==> config.mk <==
export PLATFORM = sky130hd
export DESIGN_NAME = ansi_sgr_colour_parser_core_flat
export DESIGN_NICKNAME = d
export VERILOG_FILES = /design/src/hdl/sgr_pkg.sv /design/src/hdl/sgr_if.sv /design/src/hdl/ansi_sgr_colour_parser_core.sv /design/src/hdl/sgr_csr_regs.sv /design/src/hdl/sgr_parser.sv /design/src/flat_wrapper.sv
export SDC_FILE = /design/constraint.sdc
export NUM_CORES = 1
export LEC_CHECK = 0
export BUFFER_PORTS_ARGS = -buffer_cell sky130_fd_sc_hd__buf_4
export CAP_MARGIN = 20
export CORE_MARGIN = 2
export CORE_UTILIZATION = 58
export CTS_CLUSTER_SIZE = 8
export DETAILED_ROUTE_END_ITERATION = 12
export GPL_TIMING_DRIVEN = 0
export PLACE_DENSITY = 0.8
export SLEW_MARGIN = 40
export SYNTH_ARGS = -nofsm -noshare
export SYNTH_HDL_FRONTEND = slang
export SYNTH_SLANG_ARGS = --single-unit
==> constraint.sdc <==
create_clock -name clock -period 5.2 [get_ports clock]
set_clock_uncertainty 0.2 [all_clocks]
set_input_delay 1.04 -clock clock [delete_from_list [all_inputs] [get_ports clock]]
set_output_delay 1.04 -clock clock [all_outputs]
set_load 0.05 [all_outputs]
==> src/hdl/sgr_pkg.sv <==
// sgr_pkg: shared types, codes and the palette for the SGR colour escape parser
// no dependencies; used by the interfaces and every module of the block

package sgr_pkg;

   localparam int CP_W     = 21;
   localparam int RGB_W    = 24;
   localparam int ALPHA_W  = 8;
   localparam int PARAM_W  = 8;
   localparam int PAL_W    = 3;
   localparam int CSR_IDX_W  = 3;
   localparam int CSR_DATA_W = 24;

   // code points the parser reacts to
   localparam logic [CP_W-1:0] ESCAPE_CODE_POINT = 21'd27;
   localparam logic [CP_W-1:0] ERROR_CODE_POINT  = 21'd65533;
   localparam logic [CP_W-1:0] CP_TAB       = 21'd9;
   localparam logic [CP_W-1:0] CP_NEWLINE   = 21'd10;
   localparam logic [CP_W-1:0] CP_SPACE     = 21'd32;
   localparam logic [CP_W-1:0] CP_SEMICOLON = 21'd59;
   localparam logic [CP_W-1:0] CP_LETTER_M  = 21'd109;
   localparam logic [CP_W-1:0] CP_BRACKET   = 21'd91;
   localparam logic [CP_W-1:0] CP_DIGIT_0   = 21'd48;
   localparam logic [CP_W-1:0] CP_DIGIT_9   = 21'd57;

   // sgr parameter values with a meaning
   localparam logic [PARAM_W-1:0] SGR_RESET      = 8'd0;
   localparam logic [PARAM_W-1:0] SGR_BOLD       = 8'd1;
   localparam logic [PARAM_W-1:0] SGR_NORMAL     = 8'd22;
   localparam logic [PARAM_W-1:0] SGR_FG_FIRST   = 8'd30;
   localparam logic [PARAM_W-1:0] SGR_FG_LAST    = 8'd37;
   localparam logic [PARAM_W-1:0] PARAM_SAT      = 8'd255;

   typedef enum logic [1:0] {
      MODE_NORMAL = 2'd0,
      MODE_ESC    = 2'd1,
      MODE_SEQ    = 2'd2
   } mode_type;

   typedef enum logic [1:0] {
      EV_GLYPH   = 2'd0,
      EV_SPACE   = 2'd1,
      EV_TAB     = 2'd2,
      EV_NEWLINE = 2'd3
   } event_type;

   typedef enum logic [CSR_IDX_W-1:0] {
      CSR_DEFAULT_TOP    = 3'd0,
      CSR_DEFAULT_BOTTOM = 3'd1,
      CSR_TOP_ALPHA      = 3'd2,
      CSR_BOTTOM_ALPHA   = 3'd3,
      CSR_HAS_ERROR      = 3'd4,
      CSR_HAS_SPACE      = 3'd5
   } csr_index_type;

   typedef struct packed {
      logic [RGB_W-1:0]   default_top;
      logic [RGB_W-1:0]   default_bottom;
      logic [ALPHA_W-1:0] alpha_top;
      logic [ALPHA_W-1:0] alpha_bottom;
      logic               has_error_glyph;
      logic               has_space_glyph;
   } cfg_type;

   // strobes that reload the running colours on a default colour write
   typedef struct packed {
      logic             top_load;
      logic             bottom_load;
      logic [RGB_W-1:0] colour;
   } colour_load_type;

   typedef struct packed {
      logic [CP_W-1:0] code_point;
      logic            glyph_present;
   } req_word_type;

   typedef struct packed {
      event_type          event_res;
      logic [CP_W-1:0]    glyph;
      logic [RGB_W-1:0]   top_rgb;
      logic [ALPHA_W-1:0] top_alpha_out;
      logic [RGB_W-1:0]   bottom_colour;
      logic [ALPHA_W-1:0] bottom_alpha_out;
   } rsp_word_type;

   localparam logic [RGB_W-1:0] PALETTE_NORMAL [8] = '{
      24'h000000, 24'hCC0000, 24'h00CC00, 24'hCCCC00,
      24'h0000ED, 24'hCC00CC, 24'h00CCCC, 24'hBFBFBF
   };
   localparam logic [RGB_W-1:0] PALETTE_BOLD [8] = '{
      24'h808080, 24'hFF0000, 24'h00FF00, 24'hFFFF00,
      24'h5C5CFF, 24'hFF00FF, 24'h00FFFF, 24'hFFFFFF
   };

   function automatic logic [RGB_W-1:0] palette_colour(input logic bold,
                                                       input logic [PAL_W-1:0] idx);
      return bold ? PALETTE_BOLD[idx] : PALETTE_NORMAL[idx];
   endfunction

endpackage

==> src/hdl/sgr_if.sv <==
// sgr_if: valid/ready channel interfaces for requests, results and register writes
// depends on sgr_pkg for field widths

interface sgr_req_if;
   logic                        valid;
   logic                        ready;
   logic [sgr_pkg::CP_W-1:0]    code_point;
   logic                        glyph_present;

   modport source (output valid, output code_point, output glyph_present, input ready);
   modport sink   (input valid, input code_point, input glyph_present, output ready);
endinterface

interface sgr_rsp_if;
   logic                          valid;
   logic                          ready;
   logic [1:0]                    event_res;
   logic [sgr_pkg::CP_W-1:0]      glyph;
   logic [sgr_pkg::RGB_W-1:0]     top_rgb;
   logic [sgr_pkg::ALPHA_W-1:0]   top_alpha_out;
   logic [sgr_pkg::RGB_W-1:0]     bottom_colour;
   logic [sgr_pkg::ALPHA_W-1:0]   bottom_alpha_out;

   modport source (output valid, output event_res, output glyph, output top_rgb,
                   output top_alpha_out, output bottom_colour, output bottom_alpha_out,
                   input ready);
   modport sink   (input valid, input event_res, input glyph, input top_rgb,
                   input top_alpha_out, input bottom_colour, input bottom_alpha_out,
                   output ready);
endinterface

interface sgr_csr_if;
   logic                             valid;
   logic                             ready;
   logic [sgr_pkg::CSR_IDX_W-1:0]    index;
   logic [sgr_pkg::CSR_DATA_W-1:0]   data;

   modport source (output valid, output index, output data, input ready);
   modport sink   (input valid, input index, input data, output ready);
endinterface

==> src/hdl/ansi_sgr_colour_parser_core.sv <==
// ansi_sgr_colour_parser_core: top level of the SGR colour escape parser
// depends on sgr_pkg, sgr_if, sgr_csr_regs and sgr_parser
//
//   channel   direction   carries
//   req_if    in          code_point, glyph_present
//   rsp_if    out         event_res, glyph, colours and alphas
//   csr_if    in          register index and write data, always ready
//
// one word per cycle while the result is not stalled: the input register feeds the decode,
// the result register holds its output; an accepted word passes through both in that order
// words that give no result (escape sequence parts, missing glyphs with no fallback) leave nothing
// synchronous reset returns the parse state, configuration registers and valid flags to their defaults
// a stalled result blocks only once the input register is also full

module ansi_sgr_colour_parser_core (
   input  logic          clock,
   input  logic          reset,
   sgr_req_if.sink       req_if,
   sgr_rsp_if.source     rsp_if,
   sgr_csr_if.sink       csr_if
);

   sgr_pkg::cfg_type          cfg;
   sgr_pkg::colour_load_type  colour_load;
   sgr_pkg::req_word_type     req_word;
   sgr_pkg::rsp_word_type     res_word;
   sgr_pkg::rsp_word_type     rsp_word_ff;
   logic                      rsp_valid_ff;
   logic                      rsp_valid_in;
   logic                      advance;
   logic                      held;
   logic                      res_fire;
   logic                      take;

   // configuration port
   assign csr_if.ready = 1'b1;

   sgr_csr_regs u_csr (
      .clock       (clock),
      .reset       (reset),
      .wr_en       (csr_if.valid),
      .wr_index    (csr_if.index),
      .wr_data     (csr_if.data),
      .cfg         (cfg),
      .colour_load (colour_load)
   );

   // pipeline flow
   assign advance      = ~rsp_valid_ff | rsp_if.ready;
   assign req_if.ready = ~held | advance;
   assign take         = req_if.valid & req_if.ready;
   assign req_word.code_point    = req_if.code_point;
   assign req_word.glyph_present = req_if.glyph_present;

   sgr_parser u_parser (
      .clock       (clock),
      .reset       (reset),
      .take        (take),
      .req_word    (req_word),
      .advance     (advance),
      .cfg         (cfg),
      .colour_load (colour_load),
      .held        (held),
      .res_fire    (res_fire),
      .res_word    (res_word)
   );

   // result register
   assign rsp_valid_in = advance ? (held & res_fire) : rsp_valid_ff;

   always_ff @(posedge clock) begin
      if (reset) begin
         rsp_valid_ff <= 1'b0;
      end else begin
         rsp_valid_ff <= rsp_valid_in;
      end
      if (advance) begin
         rsp_word_ff <= res_word;
      end
   end

   assign rsp_if.valid            = rsp_valid_ff;
   assign rsp_if.event_res        = rsp_word_ff.event_res;
   assign rsp_if.glyph            = rsp_word_ff.glyph;
   assign rsp_if.top_rgb          = rsp_word_ff.top_rgb;
   assign rsp_if.top_alpha_out    = rsp_word_ff.top_alpha_out;
   assign rsp_if.bottom_colour    = rsp_word_ff.bottom_colour;
   assign rsp_if.bottom_alpha_out = rsp_word_ff.bottom_alpha_out;

endmodule

==> src/hdl/sgr_csr_regs.sv <==
// sgr_csr_regs: configuration registers written through the csr channel
// depends on sgr_pkg; feeds the parser with settings and colour reload strobes

module sgr_csr_regs (
   input  logic                            clock,
   input  logic                            reset,
   input  logic                            wr_en,
   input  logic [sgr_pkg::CSR_IDX_W-1:0]   wr_index,
   input  logic [sgr_pkg::CSR_DATA_W-1:0]  wr_data,
   output sgr_pkg::cfg_type                cfg,
   output sgr_pkg::colour_load_type        colour_load
);

   sgr_pkg::cfg_type cfg_ff;
   sgr_pkg::cfg_type cfg_in;
   logic             top_hit;
   logic             bottom_hit;

   // register decode
   always_comb begin
      cfg_in     = cfg_ff;
      top_hit    = 1'b0;
      bottom_hit = 1'b0;
      if (wr_en) begin
         unique case (wr_index)
            sgr_pkg::CSR_DEFAULT_TOP: begin
               cfg_in.default_top = wr_data;
               top_hit = 1'b1;
            end
            sgr_pkg::CSR_DEFAULT_BOTTOM: begin
               cfg_in.default_bottom = wr_data;
               bottom_hit = 1'b1;
            end
            sgr_pkg::CSR_TOP_ALPHA:    cfg_in.alpha_top       = wr_data[sgr_pkg::ALPHA_W-1:0];
            sgr_pkg::CSR_BOTTOM_ALPHA: cfg_in.alpha_bottom    = wr_data[sgr_pkg::ALPHA_W-1:0];
            sgr_pkg::CSR_HAS_ERROR:    cfg_in.has_error_glyph = wr_data[0];
            sgr_pkg::CSR_HAS_SPACE:    cfg_in.has_space_glyph = wr_data[0];
            default: ;
         endcase
      end
   end

   always_ff @(posedge clock) begin
      if (reset) begin
         cfg_ff.default_top     <= '1;
         cfg_ff.default_bottom  <= '1;
         cfg_ff.alpha_top       <= '1;
         cfg_ff.alpha_bottom    <= '1;
         cfg_ff.has_error_glyph <= 1'b1;
         cfg_ff.has_space_glyph <= 1'b1;
      end else begin
         cfg_ff <= cfg_in;
      end
   end

   assign cfg                     = cfg_ff;
   assign colour_load.top_load    = top_hit;
   assign colour_load.bottom_load = bottom_hit;
   assign colour_load.colour      = wr_data;

endmodule

==> src/hdl/sgr_parser.sv <==
// sgr_parser: input register, escape sequence state and the per-word decode
// depends on sgr_pkg; settings come from sgr_csr_regs

module sgr_parser (
   input  logic                      clock,
   input  logic                      reset,
   input  logic                      take,
   input  sgr_pkg::req_word_type     req_word,
   input  logic                      advance,
   input  sgr_pkg::cfg_type          cfg,
   input  sgr_pkg::colour_load_type  colour_load,
   output logic                      held,
   output logic                      res_fire,
   output sgr_pkg::rsp_word_type     res_word
);

   // input register
   logic                   held_ff;
   logic                   held_in;
   sgr_pkg::req_word_type  word_ff;

   // parse state
   sgr_pkg::mode_type              mode_ff, mode_in;
   logic [sgr_pkg::PARAM_W-1:0]    param_ff, param_in;
   logic                           bold_ff, bold_in;
   logic [sgr_pkg::PAL_W-1:0]      pal_ff, pal_in;
   logic [sgr_pkg::RGB_W-1:0]      top_ff, top_in;
   logic [sgr_pkg::RGB_W-1:0]      bottom_ff, bottom_in;

   logic                           consume;
   logic [sgr_pkg::CP_W-1:0]       cp;
   logic                           is_digit;
   logic                           is_apply;
   logic [11:0]                    acc;
   logic [sgr_pkg::PARAM_W-1:0]    fg_offset;
   sgr_pkg::rsp_word_type          print_word;
   logic                           print_fire;
   sgr_pkg::rsp_word_type          space_word;
   sgr_pkg::rsp_word_type          ctrl_word;

   assign consume = held_ff & advance;
   assign held_in = take | (held_ff & ~advance);
   assign held    = held_ff;
   assign cp      = word_ff.code_point;

   always_ff @(posedge clock) begin
      if (reset) begin
         held_ff <= 1'b0;
      end else begin
         held_ff <= held_in;
      end
      if (take) begin
         word_ff <= req_word;
      end
   end

   // digit accumulate: p * 10 + d, digits 0x30..0x39 carry their value in the low nibble
   assign is_digit  = (cp >= sgr_pkg::CP_DIGIT_0) && (cp <= sgr_pkg::CP_DIGIT_9);
   assign is_apply  = (cp == sgr_pkg::CP_SEMICOLON) || (cp == sgr_pkg::CP_LETTER_M);
   assign acc       = {1'b0, param_ff, 3'b000} + {3'b000, param_ff, 1'b0} + {8'h00, cp[3:0]};
   assign fg_offset = param_ff - sgr_pkg::SGR_FG_FIRST;

   // printable word with font fallback
   always_comb begin
      print_word.event_res        = sgr_pkg::EV_GLYPH;
      print_word.glyph            = cp;
      print_word.top_rgb          = top_ff;
      print_word.top_alpha_out    = cfg.alpha_top;
      print_word.bottom_colour    = bottom_ff;
      print_word.bottom_alpha_out = cfg.alpha_bottom;
      print_fire                  = 1'b1;
      if (!word_ff.glyph_present) begin
         if (cfg.has_error_glyph) begin
            print_word.glyph = sgr_pkg::ERROR_CODE_POINT;
         end else if (cfg.has_space_glyph) begin
            print_word.glyph = sgr_pkg::CP_SPACE;
         end else begin
            print_fire = 1'b0;
         end
      end
   end

   always_comb begin
      space_word           = print_word;
      space_word.event_res = sgr_pkg::EV_SPACE;
      space_word.glyph     = sgr_pkg::CP_SPACE;
      ctrl_word            = '0;
   end

   // next state and result
   always_comb begin
      mode_in   = mode_ff;
      param_in  = param_ff;
      bold_in   = bold_ff;
      pal_in    = pal_ff;
      top_in    = top_ff;
      bottom_in = bottom_ff;
      res_fire  = 1'b0;
      res_word  = print_word;
      unique case (mode_ff)
         sgr_pkg::MODE_SEQ: begin
            if (is_apply) begin
               param_in = '0;
               if (cp == sgr_pkg::CP_LETTER_M) begin
                  mode_in = sgr_pkg::MODE_NORMAL;
               end
               if (param_ff == sgr_pkg::SGR_RESET) begin
                  bold_in   = 1'b0;
                  pal_in    = '0;
                  top_in    = cfg.default_top;
                  bottom_in = cfg.default_bottom;
               end else if (param_ff == sgr_pkg::SGR_BOLD) begin
                  bold_in   = 1'b1;
                  top_in    = sgr_pkg::palette_colour(1'b1, pal_ff);
                  bottom_in = top_in;
               end else if (param_ff == sgr_pkg::SGR_NORMAL) begin
                  bold_in   = 1'b0;
                  top_in    = sgr_pkg::palette_colour(1'b0, pal_ff);
                  bottom_in = top_in;
               end else if ((param_ff >= sgr_pkg::SGR_FG_FIRST) &&
                            (param_ff <= sgr_pkg::SGR_FG_LAST)) begin
                  pal_in    = fg_offset[sgr_pkg::PAL_W-1:0];
                  top_in    = sgr_pkg::palette_colour(bold_ff, pal_in);
                  bottom_in = top_in;
               end
            end else if (is_digit) begin
               param_in = (acc > {4'h0, sgr_pkg::PARAM_SAT}) ? sgr_pkg::PARAM_SAT
                                                              : acc[sgr_pkg::PARAM_W-1:0];
            end
         end
         sgr_pkg::MODE_ESC: begin
            if (cp == sgr_pkg::CP_BRACKET) begin
               mode_in  = sgr_pkg::MODE_SEQ;
               param_in = '0;
            end else begin
               mode_in  = sgr_pkg::MODE_NORMAL;
               res_fire = print_fire;
            end
         end
         default: begin
            mode_in = sgr_pkg::MODE_NORMAL;
            if (cp == sgr_pkg::CP_NEWLINE) begin
               res_fire           = 1'b1;
               res_word           = ctrl_word;
               res_word.event_res = sgr_pkg::EV_NEWLINE;
            end else if (cp == sgr_pkg::CP_SPACE) begin
               res_fire = 1'b1;
               res_word = space_word;
            end else if (cp == sgr_pkg::CP_TAB) begin
               res_fire           = 1'b1;
               res_word           = ctrl_word;
               res_word.event_res = sgr_pkg::EV_TAB;
            end else if (cp == sgr_pkg::ESCAPE_CODE_POINT) begin
               mode_in = sgr_pkg::MODE_ESC;
            end else begin
               res_fire = print_fire;
            end
         end
      endcase
   end

   // state register; a default colour write reloads the running colour
   always_ff @(posedge clock) begin
      if (reset) begin
         mode_ff   <= sgr_pkg::MODE_NORMAL;
         param_ff  <= '0;
         bold_ff   <= 1'b0;
         pal_ff    <= '0;
         top_ff    <= '1;
         bottom_ff <= '1;
      end else begin
         if (consume) begin
            mode_ff   <= mode_in;
            param_ff  <= param_in;
            bold_ff   <= bold_in;
            pal_ff    <= pal_in;
            top_ff    <= top_in;
            bottom_ff <= bottom_in;
         end
         if (colour_load.top_load) begin
            top_ff <= colour_load.colour;
         end
         if (colour_load.bottom_load) begin
            bottom_ff <= colour_load.colour;
         end
      end
   end

endmodule

==> src/flat_wrapper.sv <==
// flat-port wrapper written by rule: the top's interface ports become plain ports
module ansi_sgr_colour_parser_core_flat 
  (clock, reset, req_if_valid, req_if_code_point, req_if_glyph_present, req_if_ready, rsp_if_valid, rsp_if_event_res, rsp_if_glyph, rsp_if_top_rgb, rsp_if_top_alpha_out, rsp_if_bottom_colour, rsp_if_bottom_alpha_out, rsp_if_ready, csr_if_valid, csr_if_index, csr_if_data, csr_if_ready);
  sgr_req_if req_if_i ();
  sgr_rsp_if rsp_if_i ();
  sgr_csr_if csr_if_i ();
  input  logic clock;
  input  logic reset;
  input wire logic [$bits(req_if_i.valid)-1:0] req_if_valid;
  input wire logic [$bits(req_if_i.code_point)-1:0] req_if_code_point;
  input wire logic [$bits(req_if_i.glyph_present)-1:0] req_if_glyph_present;
  output wire logic [$bits(req_if_i.ready)-1:0] req_if_ready;
  output wire logic [$bits(rsp_if_i.valid)-1:0] rsp_if_valid;
  output wire logic [$bits(rsp_if_i.event_res)-1:0] rsp_if_event_res;
  output wire logic [$bits(rsp_if_i.glyph)-1:0] rsp_if_glyph;
  output wire logic [$bits(rsp_if_i.top_rgb)-1:0] rsp_if_top_rgb;
  output wire logic [$bits(rsp_if_i.top_alpha_out)-1:0] rsp_if_top_alpha_out;
  output wire logic [$bits(rsp_if_i.bottom_colour)-1:0] rsp_if_bottom_colour;
  output wire logic [$bits(rsp_if_i.bottom_alpha_out)-1:0] rsp_if_bottom_alpha_out;
  input wire logic [$bits(rsp_if_i.ready)-1:0] rsp_if_ready;
  input wire logic [$bits(csr_if_i.valid)-1:0] csr_if_valid;
  input wire logic [$bits(csr_if_i.index)-1:0] csr_if_index;
  input wire logic [$bits(csr_if_i.data)-1:0] csr_if_data;
  output wire logic [$bits(csr_if_i.ready)-1:0] csr_if_ready;
  assign req_if_i.valid = req_if_valid;
  assign req_if_i.code_point = req_if_code_point;
  assign req_if_i.glyph_present = req_if_glyph_present;
  assign req_if_ready = req_if_i.ready;
  assign rsp_if_valid = rsp_if_i.valid;
  assign rsp_if_event_res = rsp_if_i.event_res;
  assign rsp_if_glyph = rsp_if_i.glyph;
  assign rsp_if_top_rgb = rsp_if_i.top_rgb;
  assign rsp_if_top_alpha_out = rsp_if_i.top_alpha_out;
  assign rsp_if_bottom_colour = rsp_if_i.bottom_colour;
  assign rsp_if_bottom_alpha_out = rsp_if_i.bottom_alpha_out;
  assign rsp_if_i.ready = rsp_if_ready;
  assign csr_if_i.valid = csr_if_valid;
  assign csr_if_i.index = csr_if_index;
  assign csr_if_i.data = csr_if_data;
  assign csr_if_ready = csr_if_i.ready;
  ansi_sgr_colour_parser_core u_core (.clock(clock), .reset(reset), .req_if(req_if_i), .rsp_if(rsp_if_i), .csr_if(csr_if_i));
endmodule
== Word level (Yosys, flattened, before mapping) ==
Memories as Yosys holds them, arrays and structs flattened.
Cells that the tools add are included.

* Register bits after elaboration: 239
* Bits in read-only memories: 768
* Input bits: 54
* Output and inout bits: 90
* Memories: 4

* Add/sub/neg operators: 3
* Order comparisons: 7
* Eq/ne operators: 22
* Mux-type cells: 62
* Bitwise gates (word level): 12
* Reduce and logical (&&, ||, !) cells: 29

{| class="wikitable"
|+ Memories
! memory !! depth !! bits a word !! rd ports !! clocked after Yosys merged registers in !! write ports !! RTL line !! RTL
|-
| (name not given) || 8 || 24 || 1 || 0 || 0 || sgr_pkg.sv:97 || <nowiki>return bold ? PALETTE_BOLD[idx] : PALETTE_NORMAL[idx];</nowiki>
|-
| (name not given) || 8 || 24 || 1 || 0 || 0 || sgr_pkg.sv:97 ||
|-
| (name not given) || 8 || 24 || 1 || 0 || 0 || sgr_pkg.sv:97 ||
|-
| (name not given) || 8 || 24 || 1 || 0 || 0 || sgr_pkg.sv:97 ||
|}

{| class="wikitable"
|+ Operator list
! operator !! number
|-
| 2-to-1 mux 24 bit || 22
|-
| 2-to-1 mux 87 bit || 3
|-
| 2-to-1 mux 85 bit || 1
|-
| 2-to-1 mux 21 bit || 3
|-
| equality test 21 x 4 -> 1 bit (second input constant) || 2
|-
| equality test 21 x 6 -> 1 bit (second input constant) || 2
|-
| equality test 21 x 7 -> 1 bit (second input constant) || 2
|-
| 2-to-1 mux 8 bit || 4
|-
| equality test 21 x 5 -> 1 bit (second input constant) || 1
|-
| greater-or-equal comparator 21 x 6 -> 1 bit (second input constant) || 1
|-
| less-or-equal comparator 21 x 6 -> 1 bit (second input constant) || 1
|-
| 2-to-1 mux 1 bit || 19
|-
| case mux 8 bit (2 select lines) || 1
|-
| AND reduction 4 bit || 4
|-
| nonzero test 2 bit || 8
|-
| adder 11 x 9 -> 12 bit || 1
|-
| adder 12 x 4 -> 12 bit || 1
|-
| greater-than comparator 12 x 8 -> 1 bit (second input constant) || 1
|-
| 2-to-1 mux 3 bit || 4
|-
| AND reduction 2 bit || 6
|-
| inequality test 2 bit (second input constant) || 5
|-
| nonzero test 5 bit || 2
|-
| equality test 8 x 1 -> 1 bit (second input constant) || 1
|-
| equality test 8 x 5 -> 1 bit (second input constant) || 1
|-
| other kinds (25) || 39
|}

== Logic depth before layout (Yosys ltp) ==
* Word-level depth: 14
* Mapped depth: 9
* Gate-level depth less buffers: 9

== Modules after synthesis ==
Synthesis repeated with hierarchy kept, for this count alone.

* Cells, all modules: 1,050
* Area, all modules: 11,193.2 sq um

{| class="wikitable"
|+ Modules (own cells, without submodules)
! module !! times used !! cells an instance !! area each (sq um)
|-
| sgr_parser || 1 || 682 || 5,774.3
|-
| sgr_csr_regs || 1 || 272 || 2,733.9
|-
| ansi_sgr_colour_parser_core || 1 || 96 || 2,685.1
|}

== Worst setup path before layout ==
OpenSTA, ideal clock, no wires.

* Path type: in2reg
* From: in rsp_if_ready
* To: reg u_core.u_parser.bottom_ff[0] in the netlist's numbering
* Library setup time: 122 ps
* Data arrival time: 4,487 ps
* Required time: 4,878 ps
* Path slack: 391 ps
* Stages on the path: 7
* Cells stage by stage: nor2b_1 -> inv_1 -> nand3_1 -> or4_4 -> a21oi_4 -> nor2_4 -> a221o_1

* Cells in the longest elaborated chain, start to end: 4

{| class="wikitable"
|+ Ends and longest elaborated chain
! what !! RTL line !! RTL
|-
| start: declaration || flat_wrapper.sv:20 || <nowiki>input wire logic [$bits(rsp_if_i.ready)-1:0] rsp_if_ready;</nowiki>
|-
| OR 1 bit || ansi_sgr_colour_parser_core.sv:49 || <nowiki>assign advance = ~rsp_valid_ff | rsp_if.ready;</nowiki>
|-
| net u_core.advance || ansi_sgr_colour_parser_core.sv:30 || <nowiki>logic advance;</nowiki>
|-
| AND 1 bit || sgr_parser.sv:41 || <nowiki>assign consume = held_ff & advance;</nowiki>
|-
| nonzero test 2 bit (no line) || - ||
|-
| AND reduction 4 bit (no line) || - ||
|-
| end signal: assignment || sgr_parser.sv:178 || <nowiki>bottom_ff <= bottom_in;</nowiki>
|-
| end signal: assignment || sgr_parser.sv:184 || <nowiki>bottom_ff <= colour_load.colour;</nowiki>
|-
| end: declaration || sgr_parser.sv:28 || <nowiki>logic [sgr_pkg::RGB_W-1:0] bottom_ff, bottom_in;</nowiki>
|}

The timed path passes the listed nets, and every way through them passes these cells.
A chain may end at the register's enable or synchronous reset.

== Worst setup path in the final report ==
* From: reg u_core.u_parser.param_ff[1] in the netlist's numbering
* To: reg u_core.u_parser.bottom_ff[18] in the netlist's numbering

* Cells in the longest elaborated chain, start to end: 14

{| class="wikitable"
|+ Ends and longest elaborated chain
! what !! RTL line !! RTL
|-
| start: declaration || sgr_parser.sv:24 || <nowiki>logic [sgr_pkg::PARAM_W-1:0] param_ff, param_in;</nowiki>
|-
| start signal: assignment || sgr_parser.sv:174 || <nowiki>param_ff <= param_in;</nowiki>
|-
| subtractor 3 bit || sgr_parser.sv:61 || <nowiki>assign fg_offset = param_ff - sgr_pkg::SGR_FG_FIRST;</nowiki>
|-
| inverter 3 -> 4 bit (implied by the code) || sgr_pkg.sv:97 ||
|-
| memory read (8 x 24 bit) || - ||
|-
| 2-to-1 mux 24 bit (implied by the code) (2 in a row) || sgr_pkg.sv:97 ||
|-
| 2-to-1 mux 24 bit || sgr_pkg.sv:97 ||
|-
| 2-to-1 mux 24 bit || sgr_parser.sv:120 || <nowiki>end else if ((param_ff >= sgr_pkg::SGR_FG_FIRST) &&</nowiki>
|-
| 2-to-1 mux 24 bit || sgr_parser.sv:116 || <nowiki>end else if (param_ff == sgr_pkg::SGR_NORMAL) begin</nowiki>
|-
| 2-to-1 mux 24 bit || sgr_parser.sv:112 || <nowiki>end else if (param_ff == sgr_pkg::SGR_BOLD) begin</nowiki>
|-
| 2-to-1 mux 24 bit || sgr_parser.sv:107 || <nowiki>if (param_ff == sgr_pkg::SGR_RESET) begin</nowiki>
|-
| 2-to-1 mux 24 bit || sgr_parser.sv:102 || <nowiki>if (is_apply) begin</nowiki>
|-
| 2-to-1 mux 24 bit || sgr_parser.sv:100 || <nowiki>unique case (mode_ff)</nowiki>
|-
| 2-to-1 mux 24 bit || sgr_parser.sv:172 || <nowiki>if (consume) begin</nowiki>
|-
| 2-to-1 mux 24 bit || sgr_parser.sv:183 || <nowiki>if (colour_load.bottom_load) begin</nowiki>
|}

Parallel ways exist; a longest one is shown, timed or not. The select of a mux whose other input is x is not followed.

==> run_results.csv <==
group,metric,value,unit
clock_tree,clock_sinks,239,
clock_tree,cts_resized,0,
timing,slew_headroom,41.9,%
global_route,antenna_found_initial,0,
setup_path,cp_max_fo,10,
timing,post-route-min-period,3.64,ns
placement,placed_area,12100,um^2
clock_tree,cts_htree_levels,2,
synth,yosys_warnings,0,
drt,ant_nets,0,
job,cap_violations,0,
cells_and_area,finalInstanceArea,13000,um^2
power,ir_drop,0.000339,V
setup_path,arrival,3.81,ns
synth,synth-async-reset-ratio,0,%
clock_tree,cts_buffers,35,
setup_path,worstSetupPathType,"register to register",
synth,synthesis.instances,1042,
drt,vias_per_cell,6.06,
die,initial_core_util,59.4,%
cells_and_area,drive_gt1_share,17.1,%
clock_tree,clk_pin_slew,0.05,ns
setup_path,worst_setup_path_start_kind,"register",
setup_path,endpoint,"u_core.u_parser.bottom_ff[18]$_SDFFE_PP1P_",
timing,hold-worst-slack,0.242,ns
placement,hpwl,19100,um
synth,seq_area_frac_synth,54.9,%
synth,synth.cell_area,10700,um^2
setup_path,startpoint,"u_core.u_parser.param_ff[1]$_SDFFE_PP0P_",
die,core_area,18000,um^2
timing,setup_viol,0,
clock_tree,cts-root-buf,"clkbuf_16",
timing,worstMarginPinSlew,0.869,ns
clock_tree,clock_latency,0.50,ns
drt,drc,0,
placement,numPortBuffers,140,
setup_path,crit_required,5.38,ns
cells_and_area,area_growth,21.8,%
die,top_level_ports,144,
die,die_w,140,um
global_route,grt_pass1_vias,8393,
drt,wirelength,28000,um
setup_path,r2r_cells,9,
timing,postLayoutSetupSlackWorst,1.56,ns
setup_path,cp-end-kind,"register",
synth,syn_nets,1130,
cells_and_area,stdcell_count,1471,
timing,finalHoldViolations,0,
setup_path,timing.rr.end,"u_core.u_parser.bottom_ff[18]$_SDFFE_PP1P_",
timing,max_clock_freq,0.275,GHz
setup_path,timing.rr.start,"u_core.u_parser.param_ff[1]$_SDFFE_PP0P_",
timing,finalMaxSlewViolations,0,
setup_path,r2r_slack,1.56,ns
clock_tree,clockBufferDepth,3,
clock_tree,cts_setup_buffers,0,
drt,post_drt_wl_per_cell,19.0,um
power,power_density,342,nW/um^2
global_route,grt_overflow,0,
global_route,grt_pass1_wl,44000,um
power,total_power,4.46,mW
placement,dp_cells,1412,
die,dieArea,19600,um^2
timing,rsz0062_at_grt,"no",
die,rows,49,
global_route,grt.total_usage,28.0,%
power,total_leakage_power,5.19,nW
synth,synth_edf_count,109,
timing,fin_crit_sh,69.9,%
global_route,grt_start_max_net_pins,51,
synth,synth_seq_cells,239,
synth,ys.flop_type,"dfxtp_1",
synth,yosysUniqueCellTypes,76,
cells_and_area,nets,1308,
drt,via_count,8920,
hold_path,hp-class,"register to register",
clock_tree,cts_hold_buffers,0,
clock_tree,cts_tree,"yes",
synth,syn_avg_cell_area,10.3,um^2
die,dieHeight,140,um
drt,drt_iter0_drc,768,
drt,drt_pass1_iterations,5,
cells_and_area,insertedDiodeCount,0,
status,status,"finished, final reports clean",
placement,routabilityCongestion,0.932,
placement,dp_slack,1.57,ns
-- worst min-delay path by stage --
stage,from,end,slack [ns],cells after the start
final,u_core.u_csr.cfg[59]$_SDFFE_PP1P_,u_core.u_csr.cfg[59]$_SDFFE_PP1P_,0.24,2
after CTS,u_core.u_csr.cfg[28]$_SDFFE_PP1P_,u_core.u_csr.cfg[28]$_SDFFE_PP1P_,0.24,2
after global placement,u_core.u_csr.cfg[52]$_SDFFE_PP1P_,u_core.u_csr.cfg[52]$_SDFFE_PP1P_,0.22,2
after floorplan,u_core.u_csr.cfg[52]$_SDFFE_PP1P_,u_core.u_csr.cfg[52]$_SDFFE_PP1P_,0.21,2
after global routing,u_core.u_csr.cfg[38]$_SDFFE_PP1P_,u_core.u_csr.cfg[38]$_SDFFE_PP1P_,0.25,2
after detailed placement,u_core.u_csr.cfg[52]$_SDFFE_PP1P_,u_core.u_csr.cfg[52]$_SDFFE_PP1P_,0.22,2
-- power by group --
group          leakage [nW]  total (mW)  switching [mW]  internal, mW
logic                  2.69       0.363           0.243         0.120
clock network         0.463        2.02           0.769          1.25
registers              2.03        2.08          0.0348          2.04
total                  5.19        4.45            1.05          3.41
-- layer usage --
metal | track usage [%] | share of wire [%]
met5 | 0 | 0
met2 | 46.5 | 48
met4 | 9.89 | 3.0
met1 | 36.9 | 40
met3 | 5.30 | 8.5
-- cells in the final DEF, fill, tap and decap left out, types with 5 or more instances in the layout --
cell,instances
clkbuf_16,35
o21ai_0,35
a22o_1,16
nand3_1,27
mux2i_1,13
nor3_1,9
clkbuf_1,67
nor2_1,61
buf_1,5
o21a_1,13
inv_1,21
edfxtp_1,109
ha_1,32
and3_1,11
nand2_1,165
nand3b_1,10
nand2b_1,8
buf_4,141
a21oi_1,91
a221o_1,20
nor2b_1,9
o221a_2,5
dfxtp_1,130
a21o_1,6
a211oi_1,8
a31oi_1,10
o211ai_1,16
a211o_1,14
nor3b_1,7
and2_1,57
o22ai_1,5
buf_2,7
-- logic make-up after synthesis --
logic type	share of synthesized area [%]
other cells	0.0350
xor+xnor	0.409
fa+ha+maj	4.11
flops	54.9
mux	1.22
compound gates	17.5
simple gates	18.9
buf+inv	2.96
-- Yosys cell counts (all sizes together), types with 9 or more instances --
cell type / number / area share, %
a211o: 14 / 1.1
a21oi: 92 / 4.4
a221o: 20 / 1.9
a22o: 16 / 1.3
a31oi: 10 / 0.58
and2: 58 / 3.4
and3: 11 / 0.64
buf: 13 / 0.57
clkbuf: 44 / 1.5
dfxtp: 130 / 24
edfxtp: 109 / 31
ha: 32 / 3.7
inv: 23 / 0.81
mux2i: 13 / 1.2
nand2: 165 / 5.8
nand3: 27 / 1.3
nand3b: 10 / 0.70
nor2: 64 / 2.4
nor2b: 9 / 0.53
nor3: 9 / 0.42
o211ai: 18 / 1.4
o21a: 13 / 0.91
o21ai: 36 / 1.7
-- metrics by stage --
stage          util, %  TNS, ns
2_1_floorplan        -        0
3_3_place_gp      66.8   -34.59
3_5_place_dp      67.0        0
4_1_cts           72.3        0
5_1_grt           72.4        0
6_report          72.4        0
-- flip-flops by register name, indices dropped and copies added (netlist names), 2 cells and up --
name                            count
u_core.u_csr.cfg                   66
u_core.u_parser.pal_ff              3
u_core.rsp_if.top_alpha_out         8
u_core.rsp_if.bottom_alpha_out      8
u_core.u_parser.bottom_ff          24
u_core.u_parser.top_ff             24
u_core.u_parser.param_ff            8
u_core.rsp_if.top_rgb              24
u_core.rsp_if.bottom_colour        24
u_core.u_parser.cp                 21
u_core.rsp_if.glyph                21
u_core.rsp_if.event_res             2
u_core.u_parser.mode_ff             2
-- cell type report --
class / count / area (um^2)
inverter: 24 / 95.1
sequential: 239 / 5880
fill: 1297 / 4980
tap: 229 / 287
multi-input combinational: 722 / 4520
timing repair buffer: 141 / 1070
buffer: 57 / 226
clock inverter: 1 / 8.76
clock buffer: 58 / 962
-- worst max-delay path, stage by stage (launching register included) --
cell and delay, ns:
dfxtp_1 0.56, inv_1 0.25, ha_1 0.27, clkbuf_1 0.23
o311a_1 0.42, or2_0 0.22, buf_2 0.19, o211ai_1 0.67
a22oi_1 0.20, a211o_1 0.30
Power figures use the tool's default switching activity.
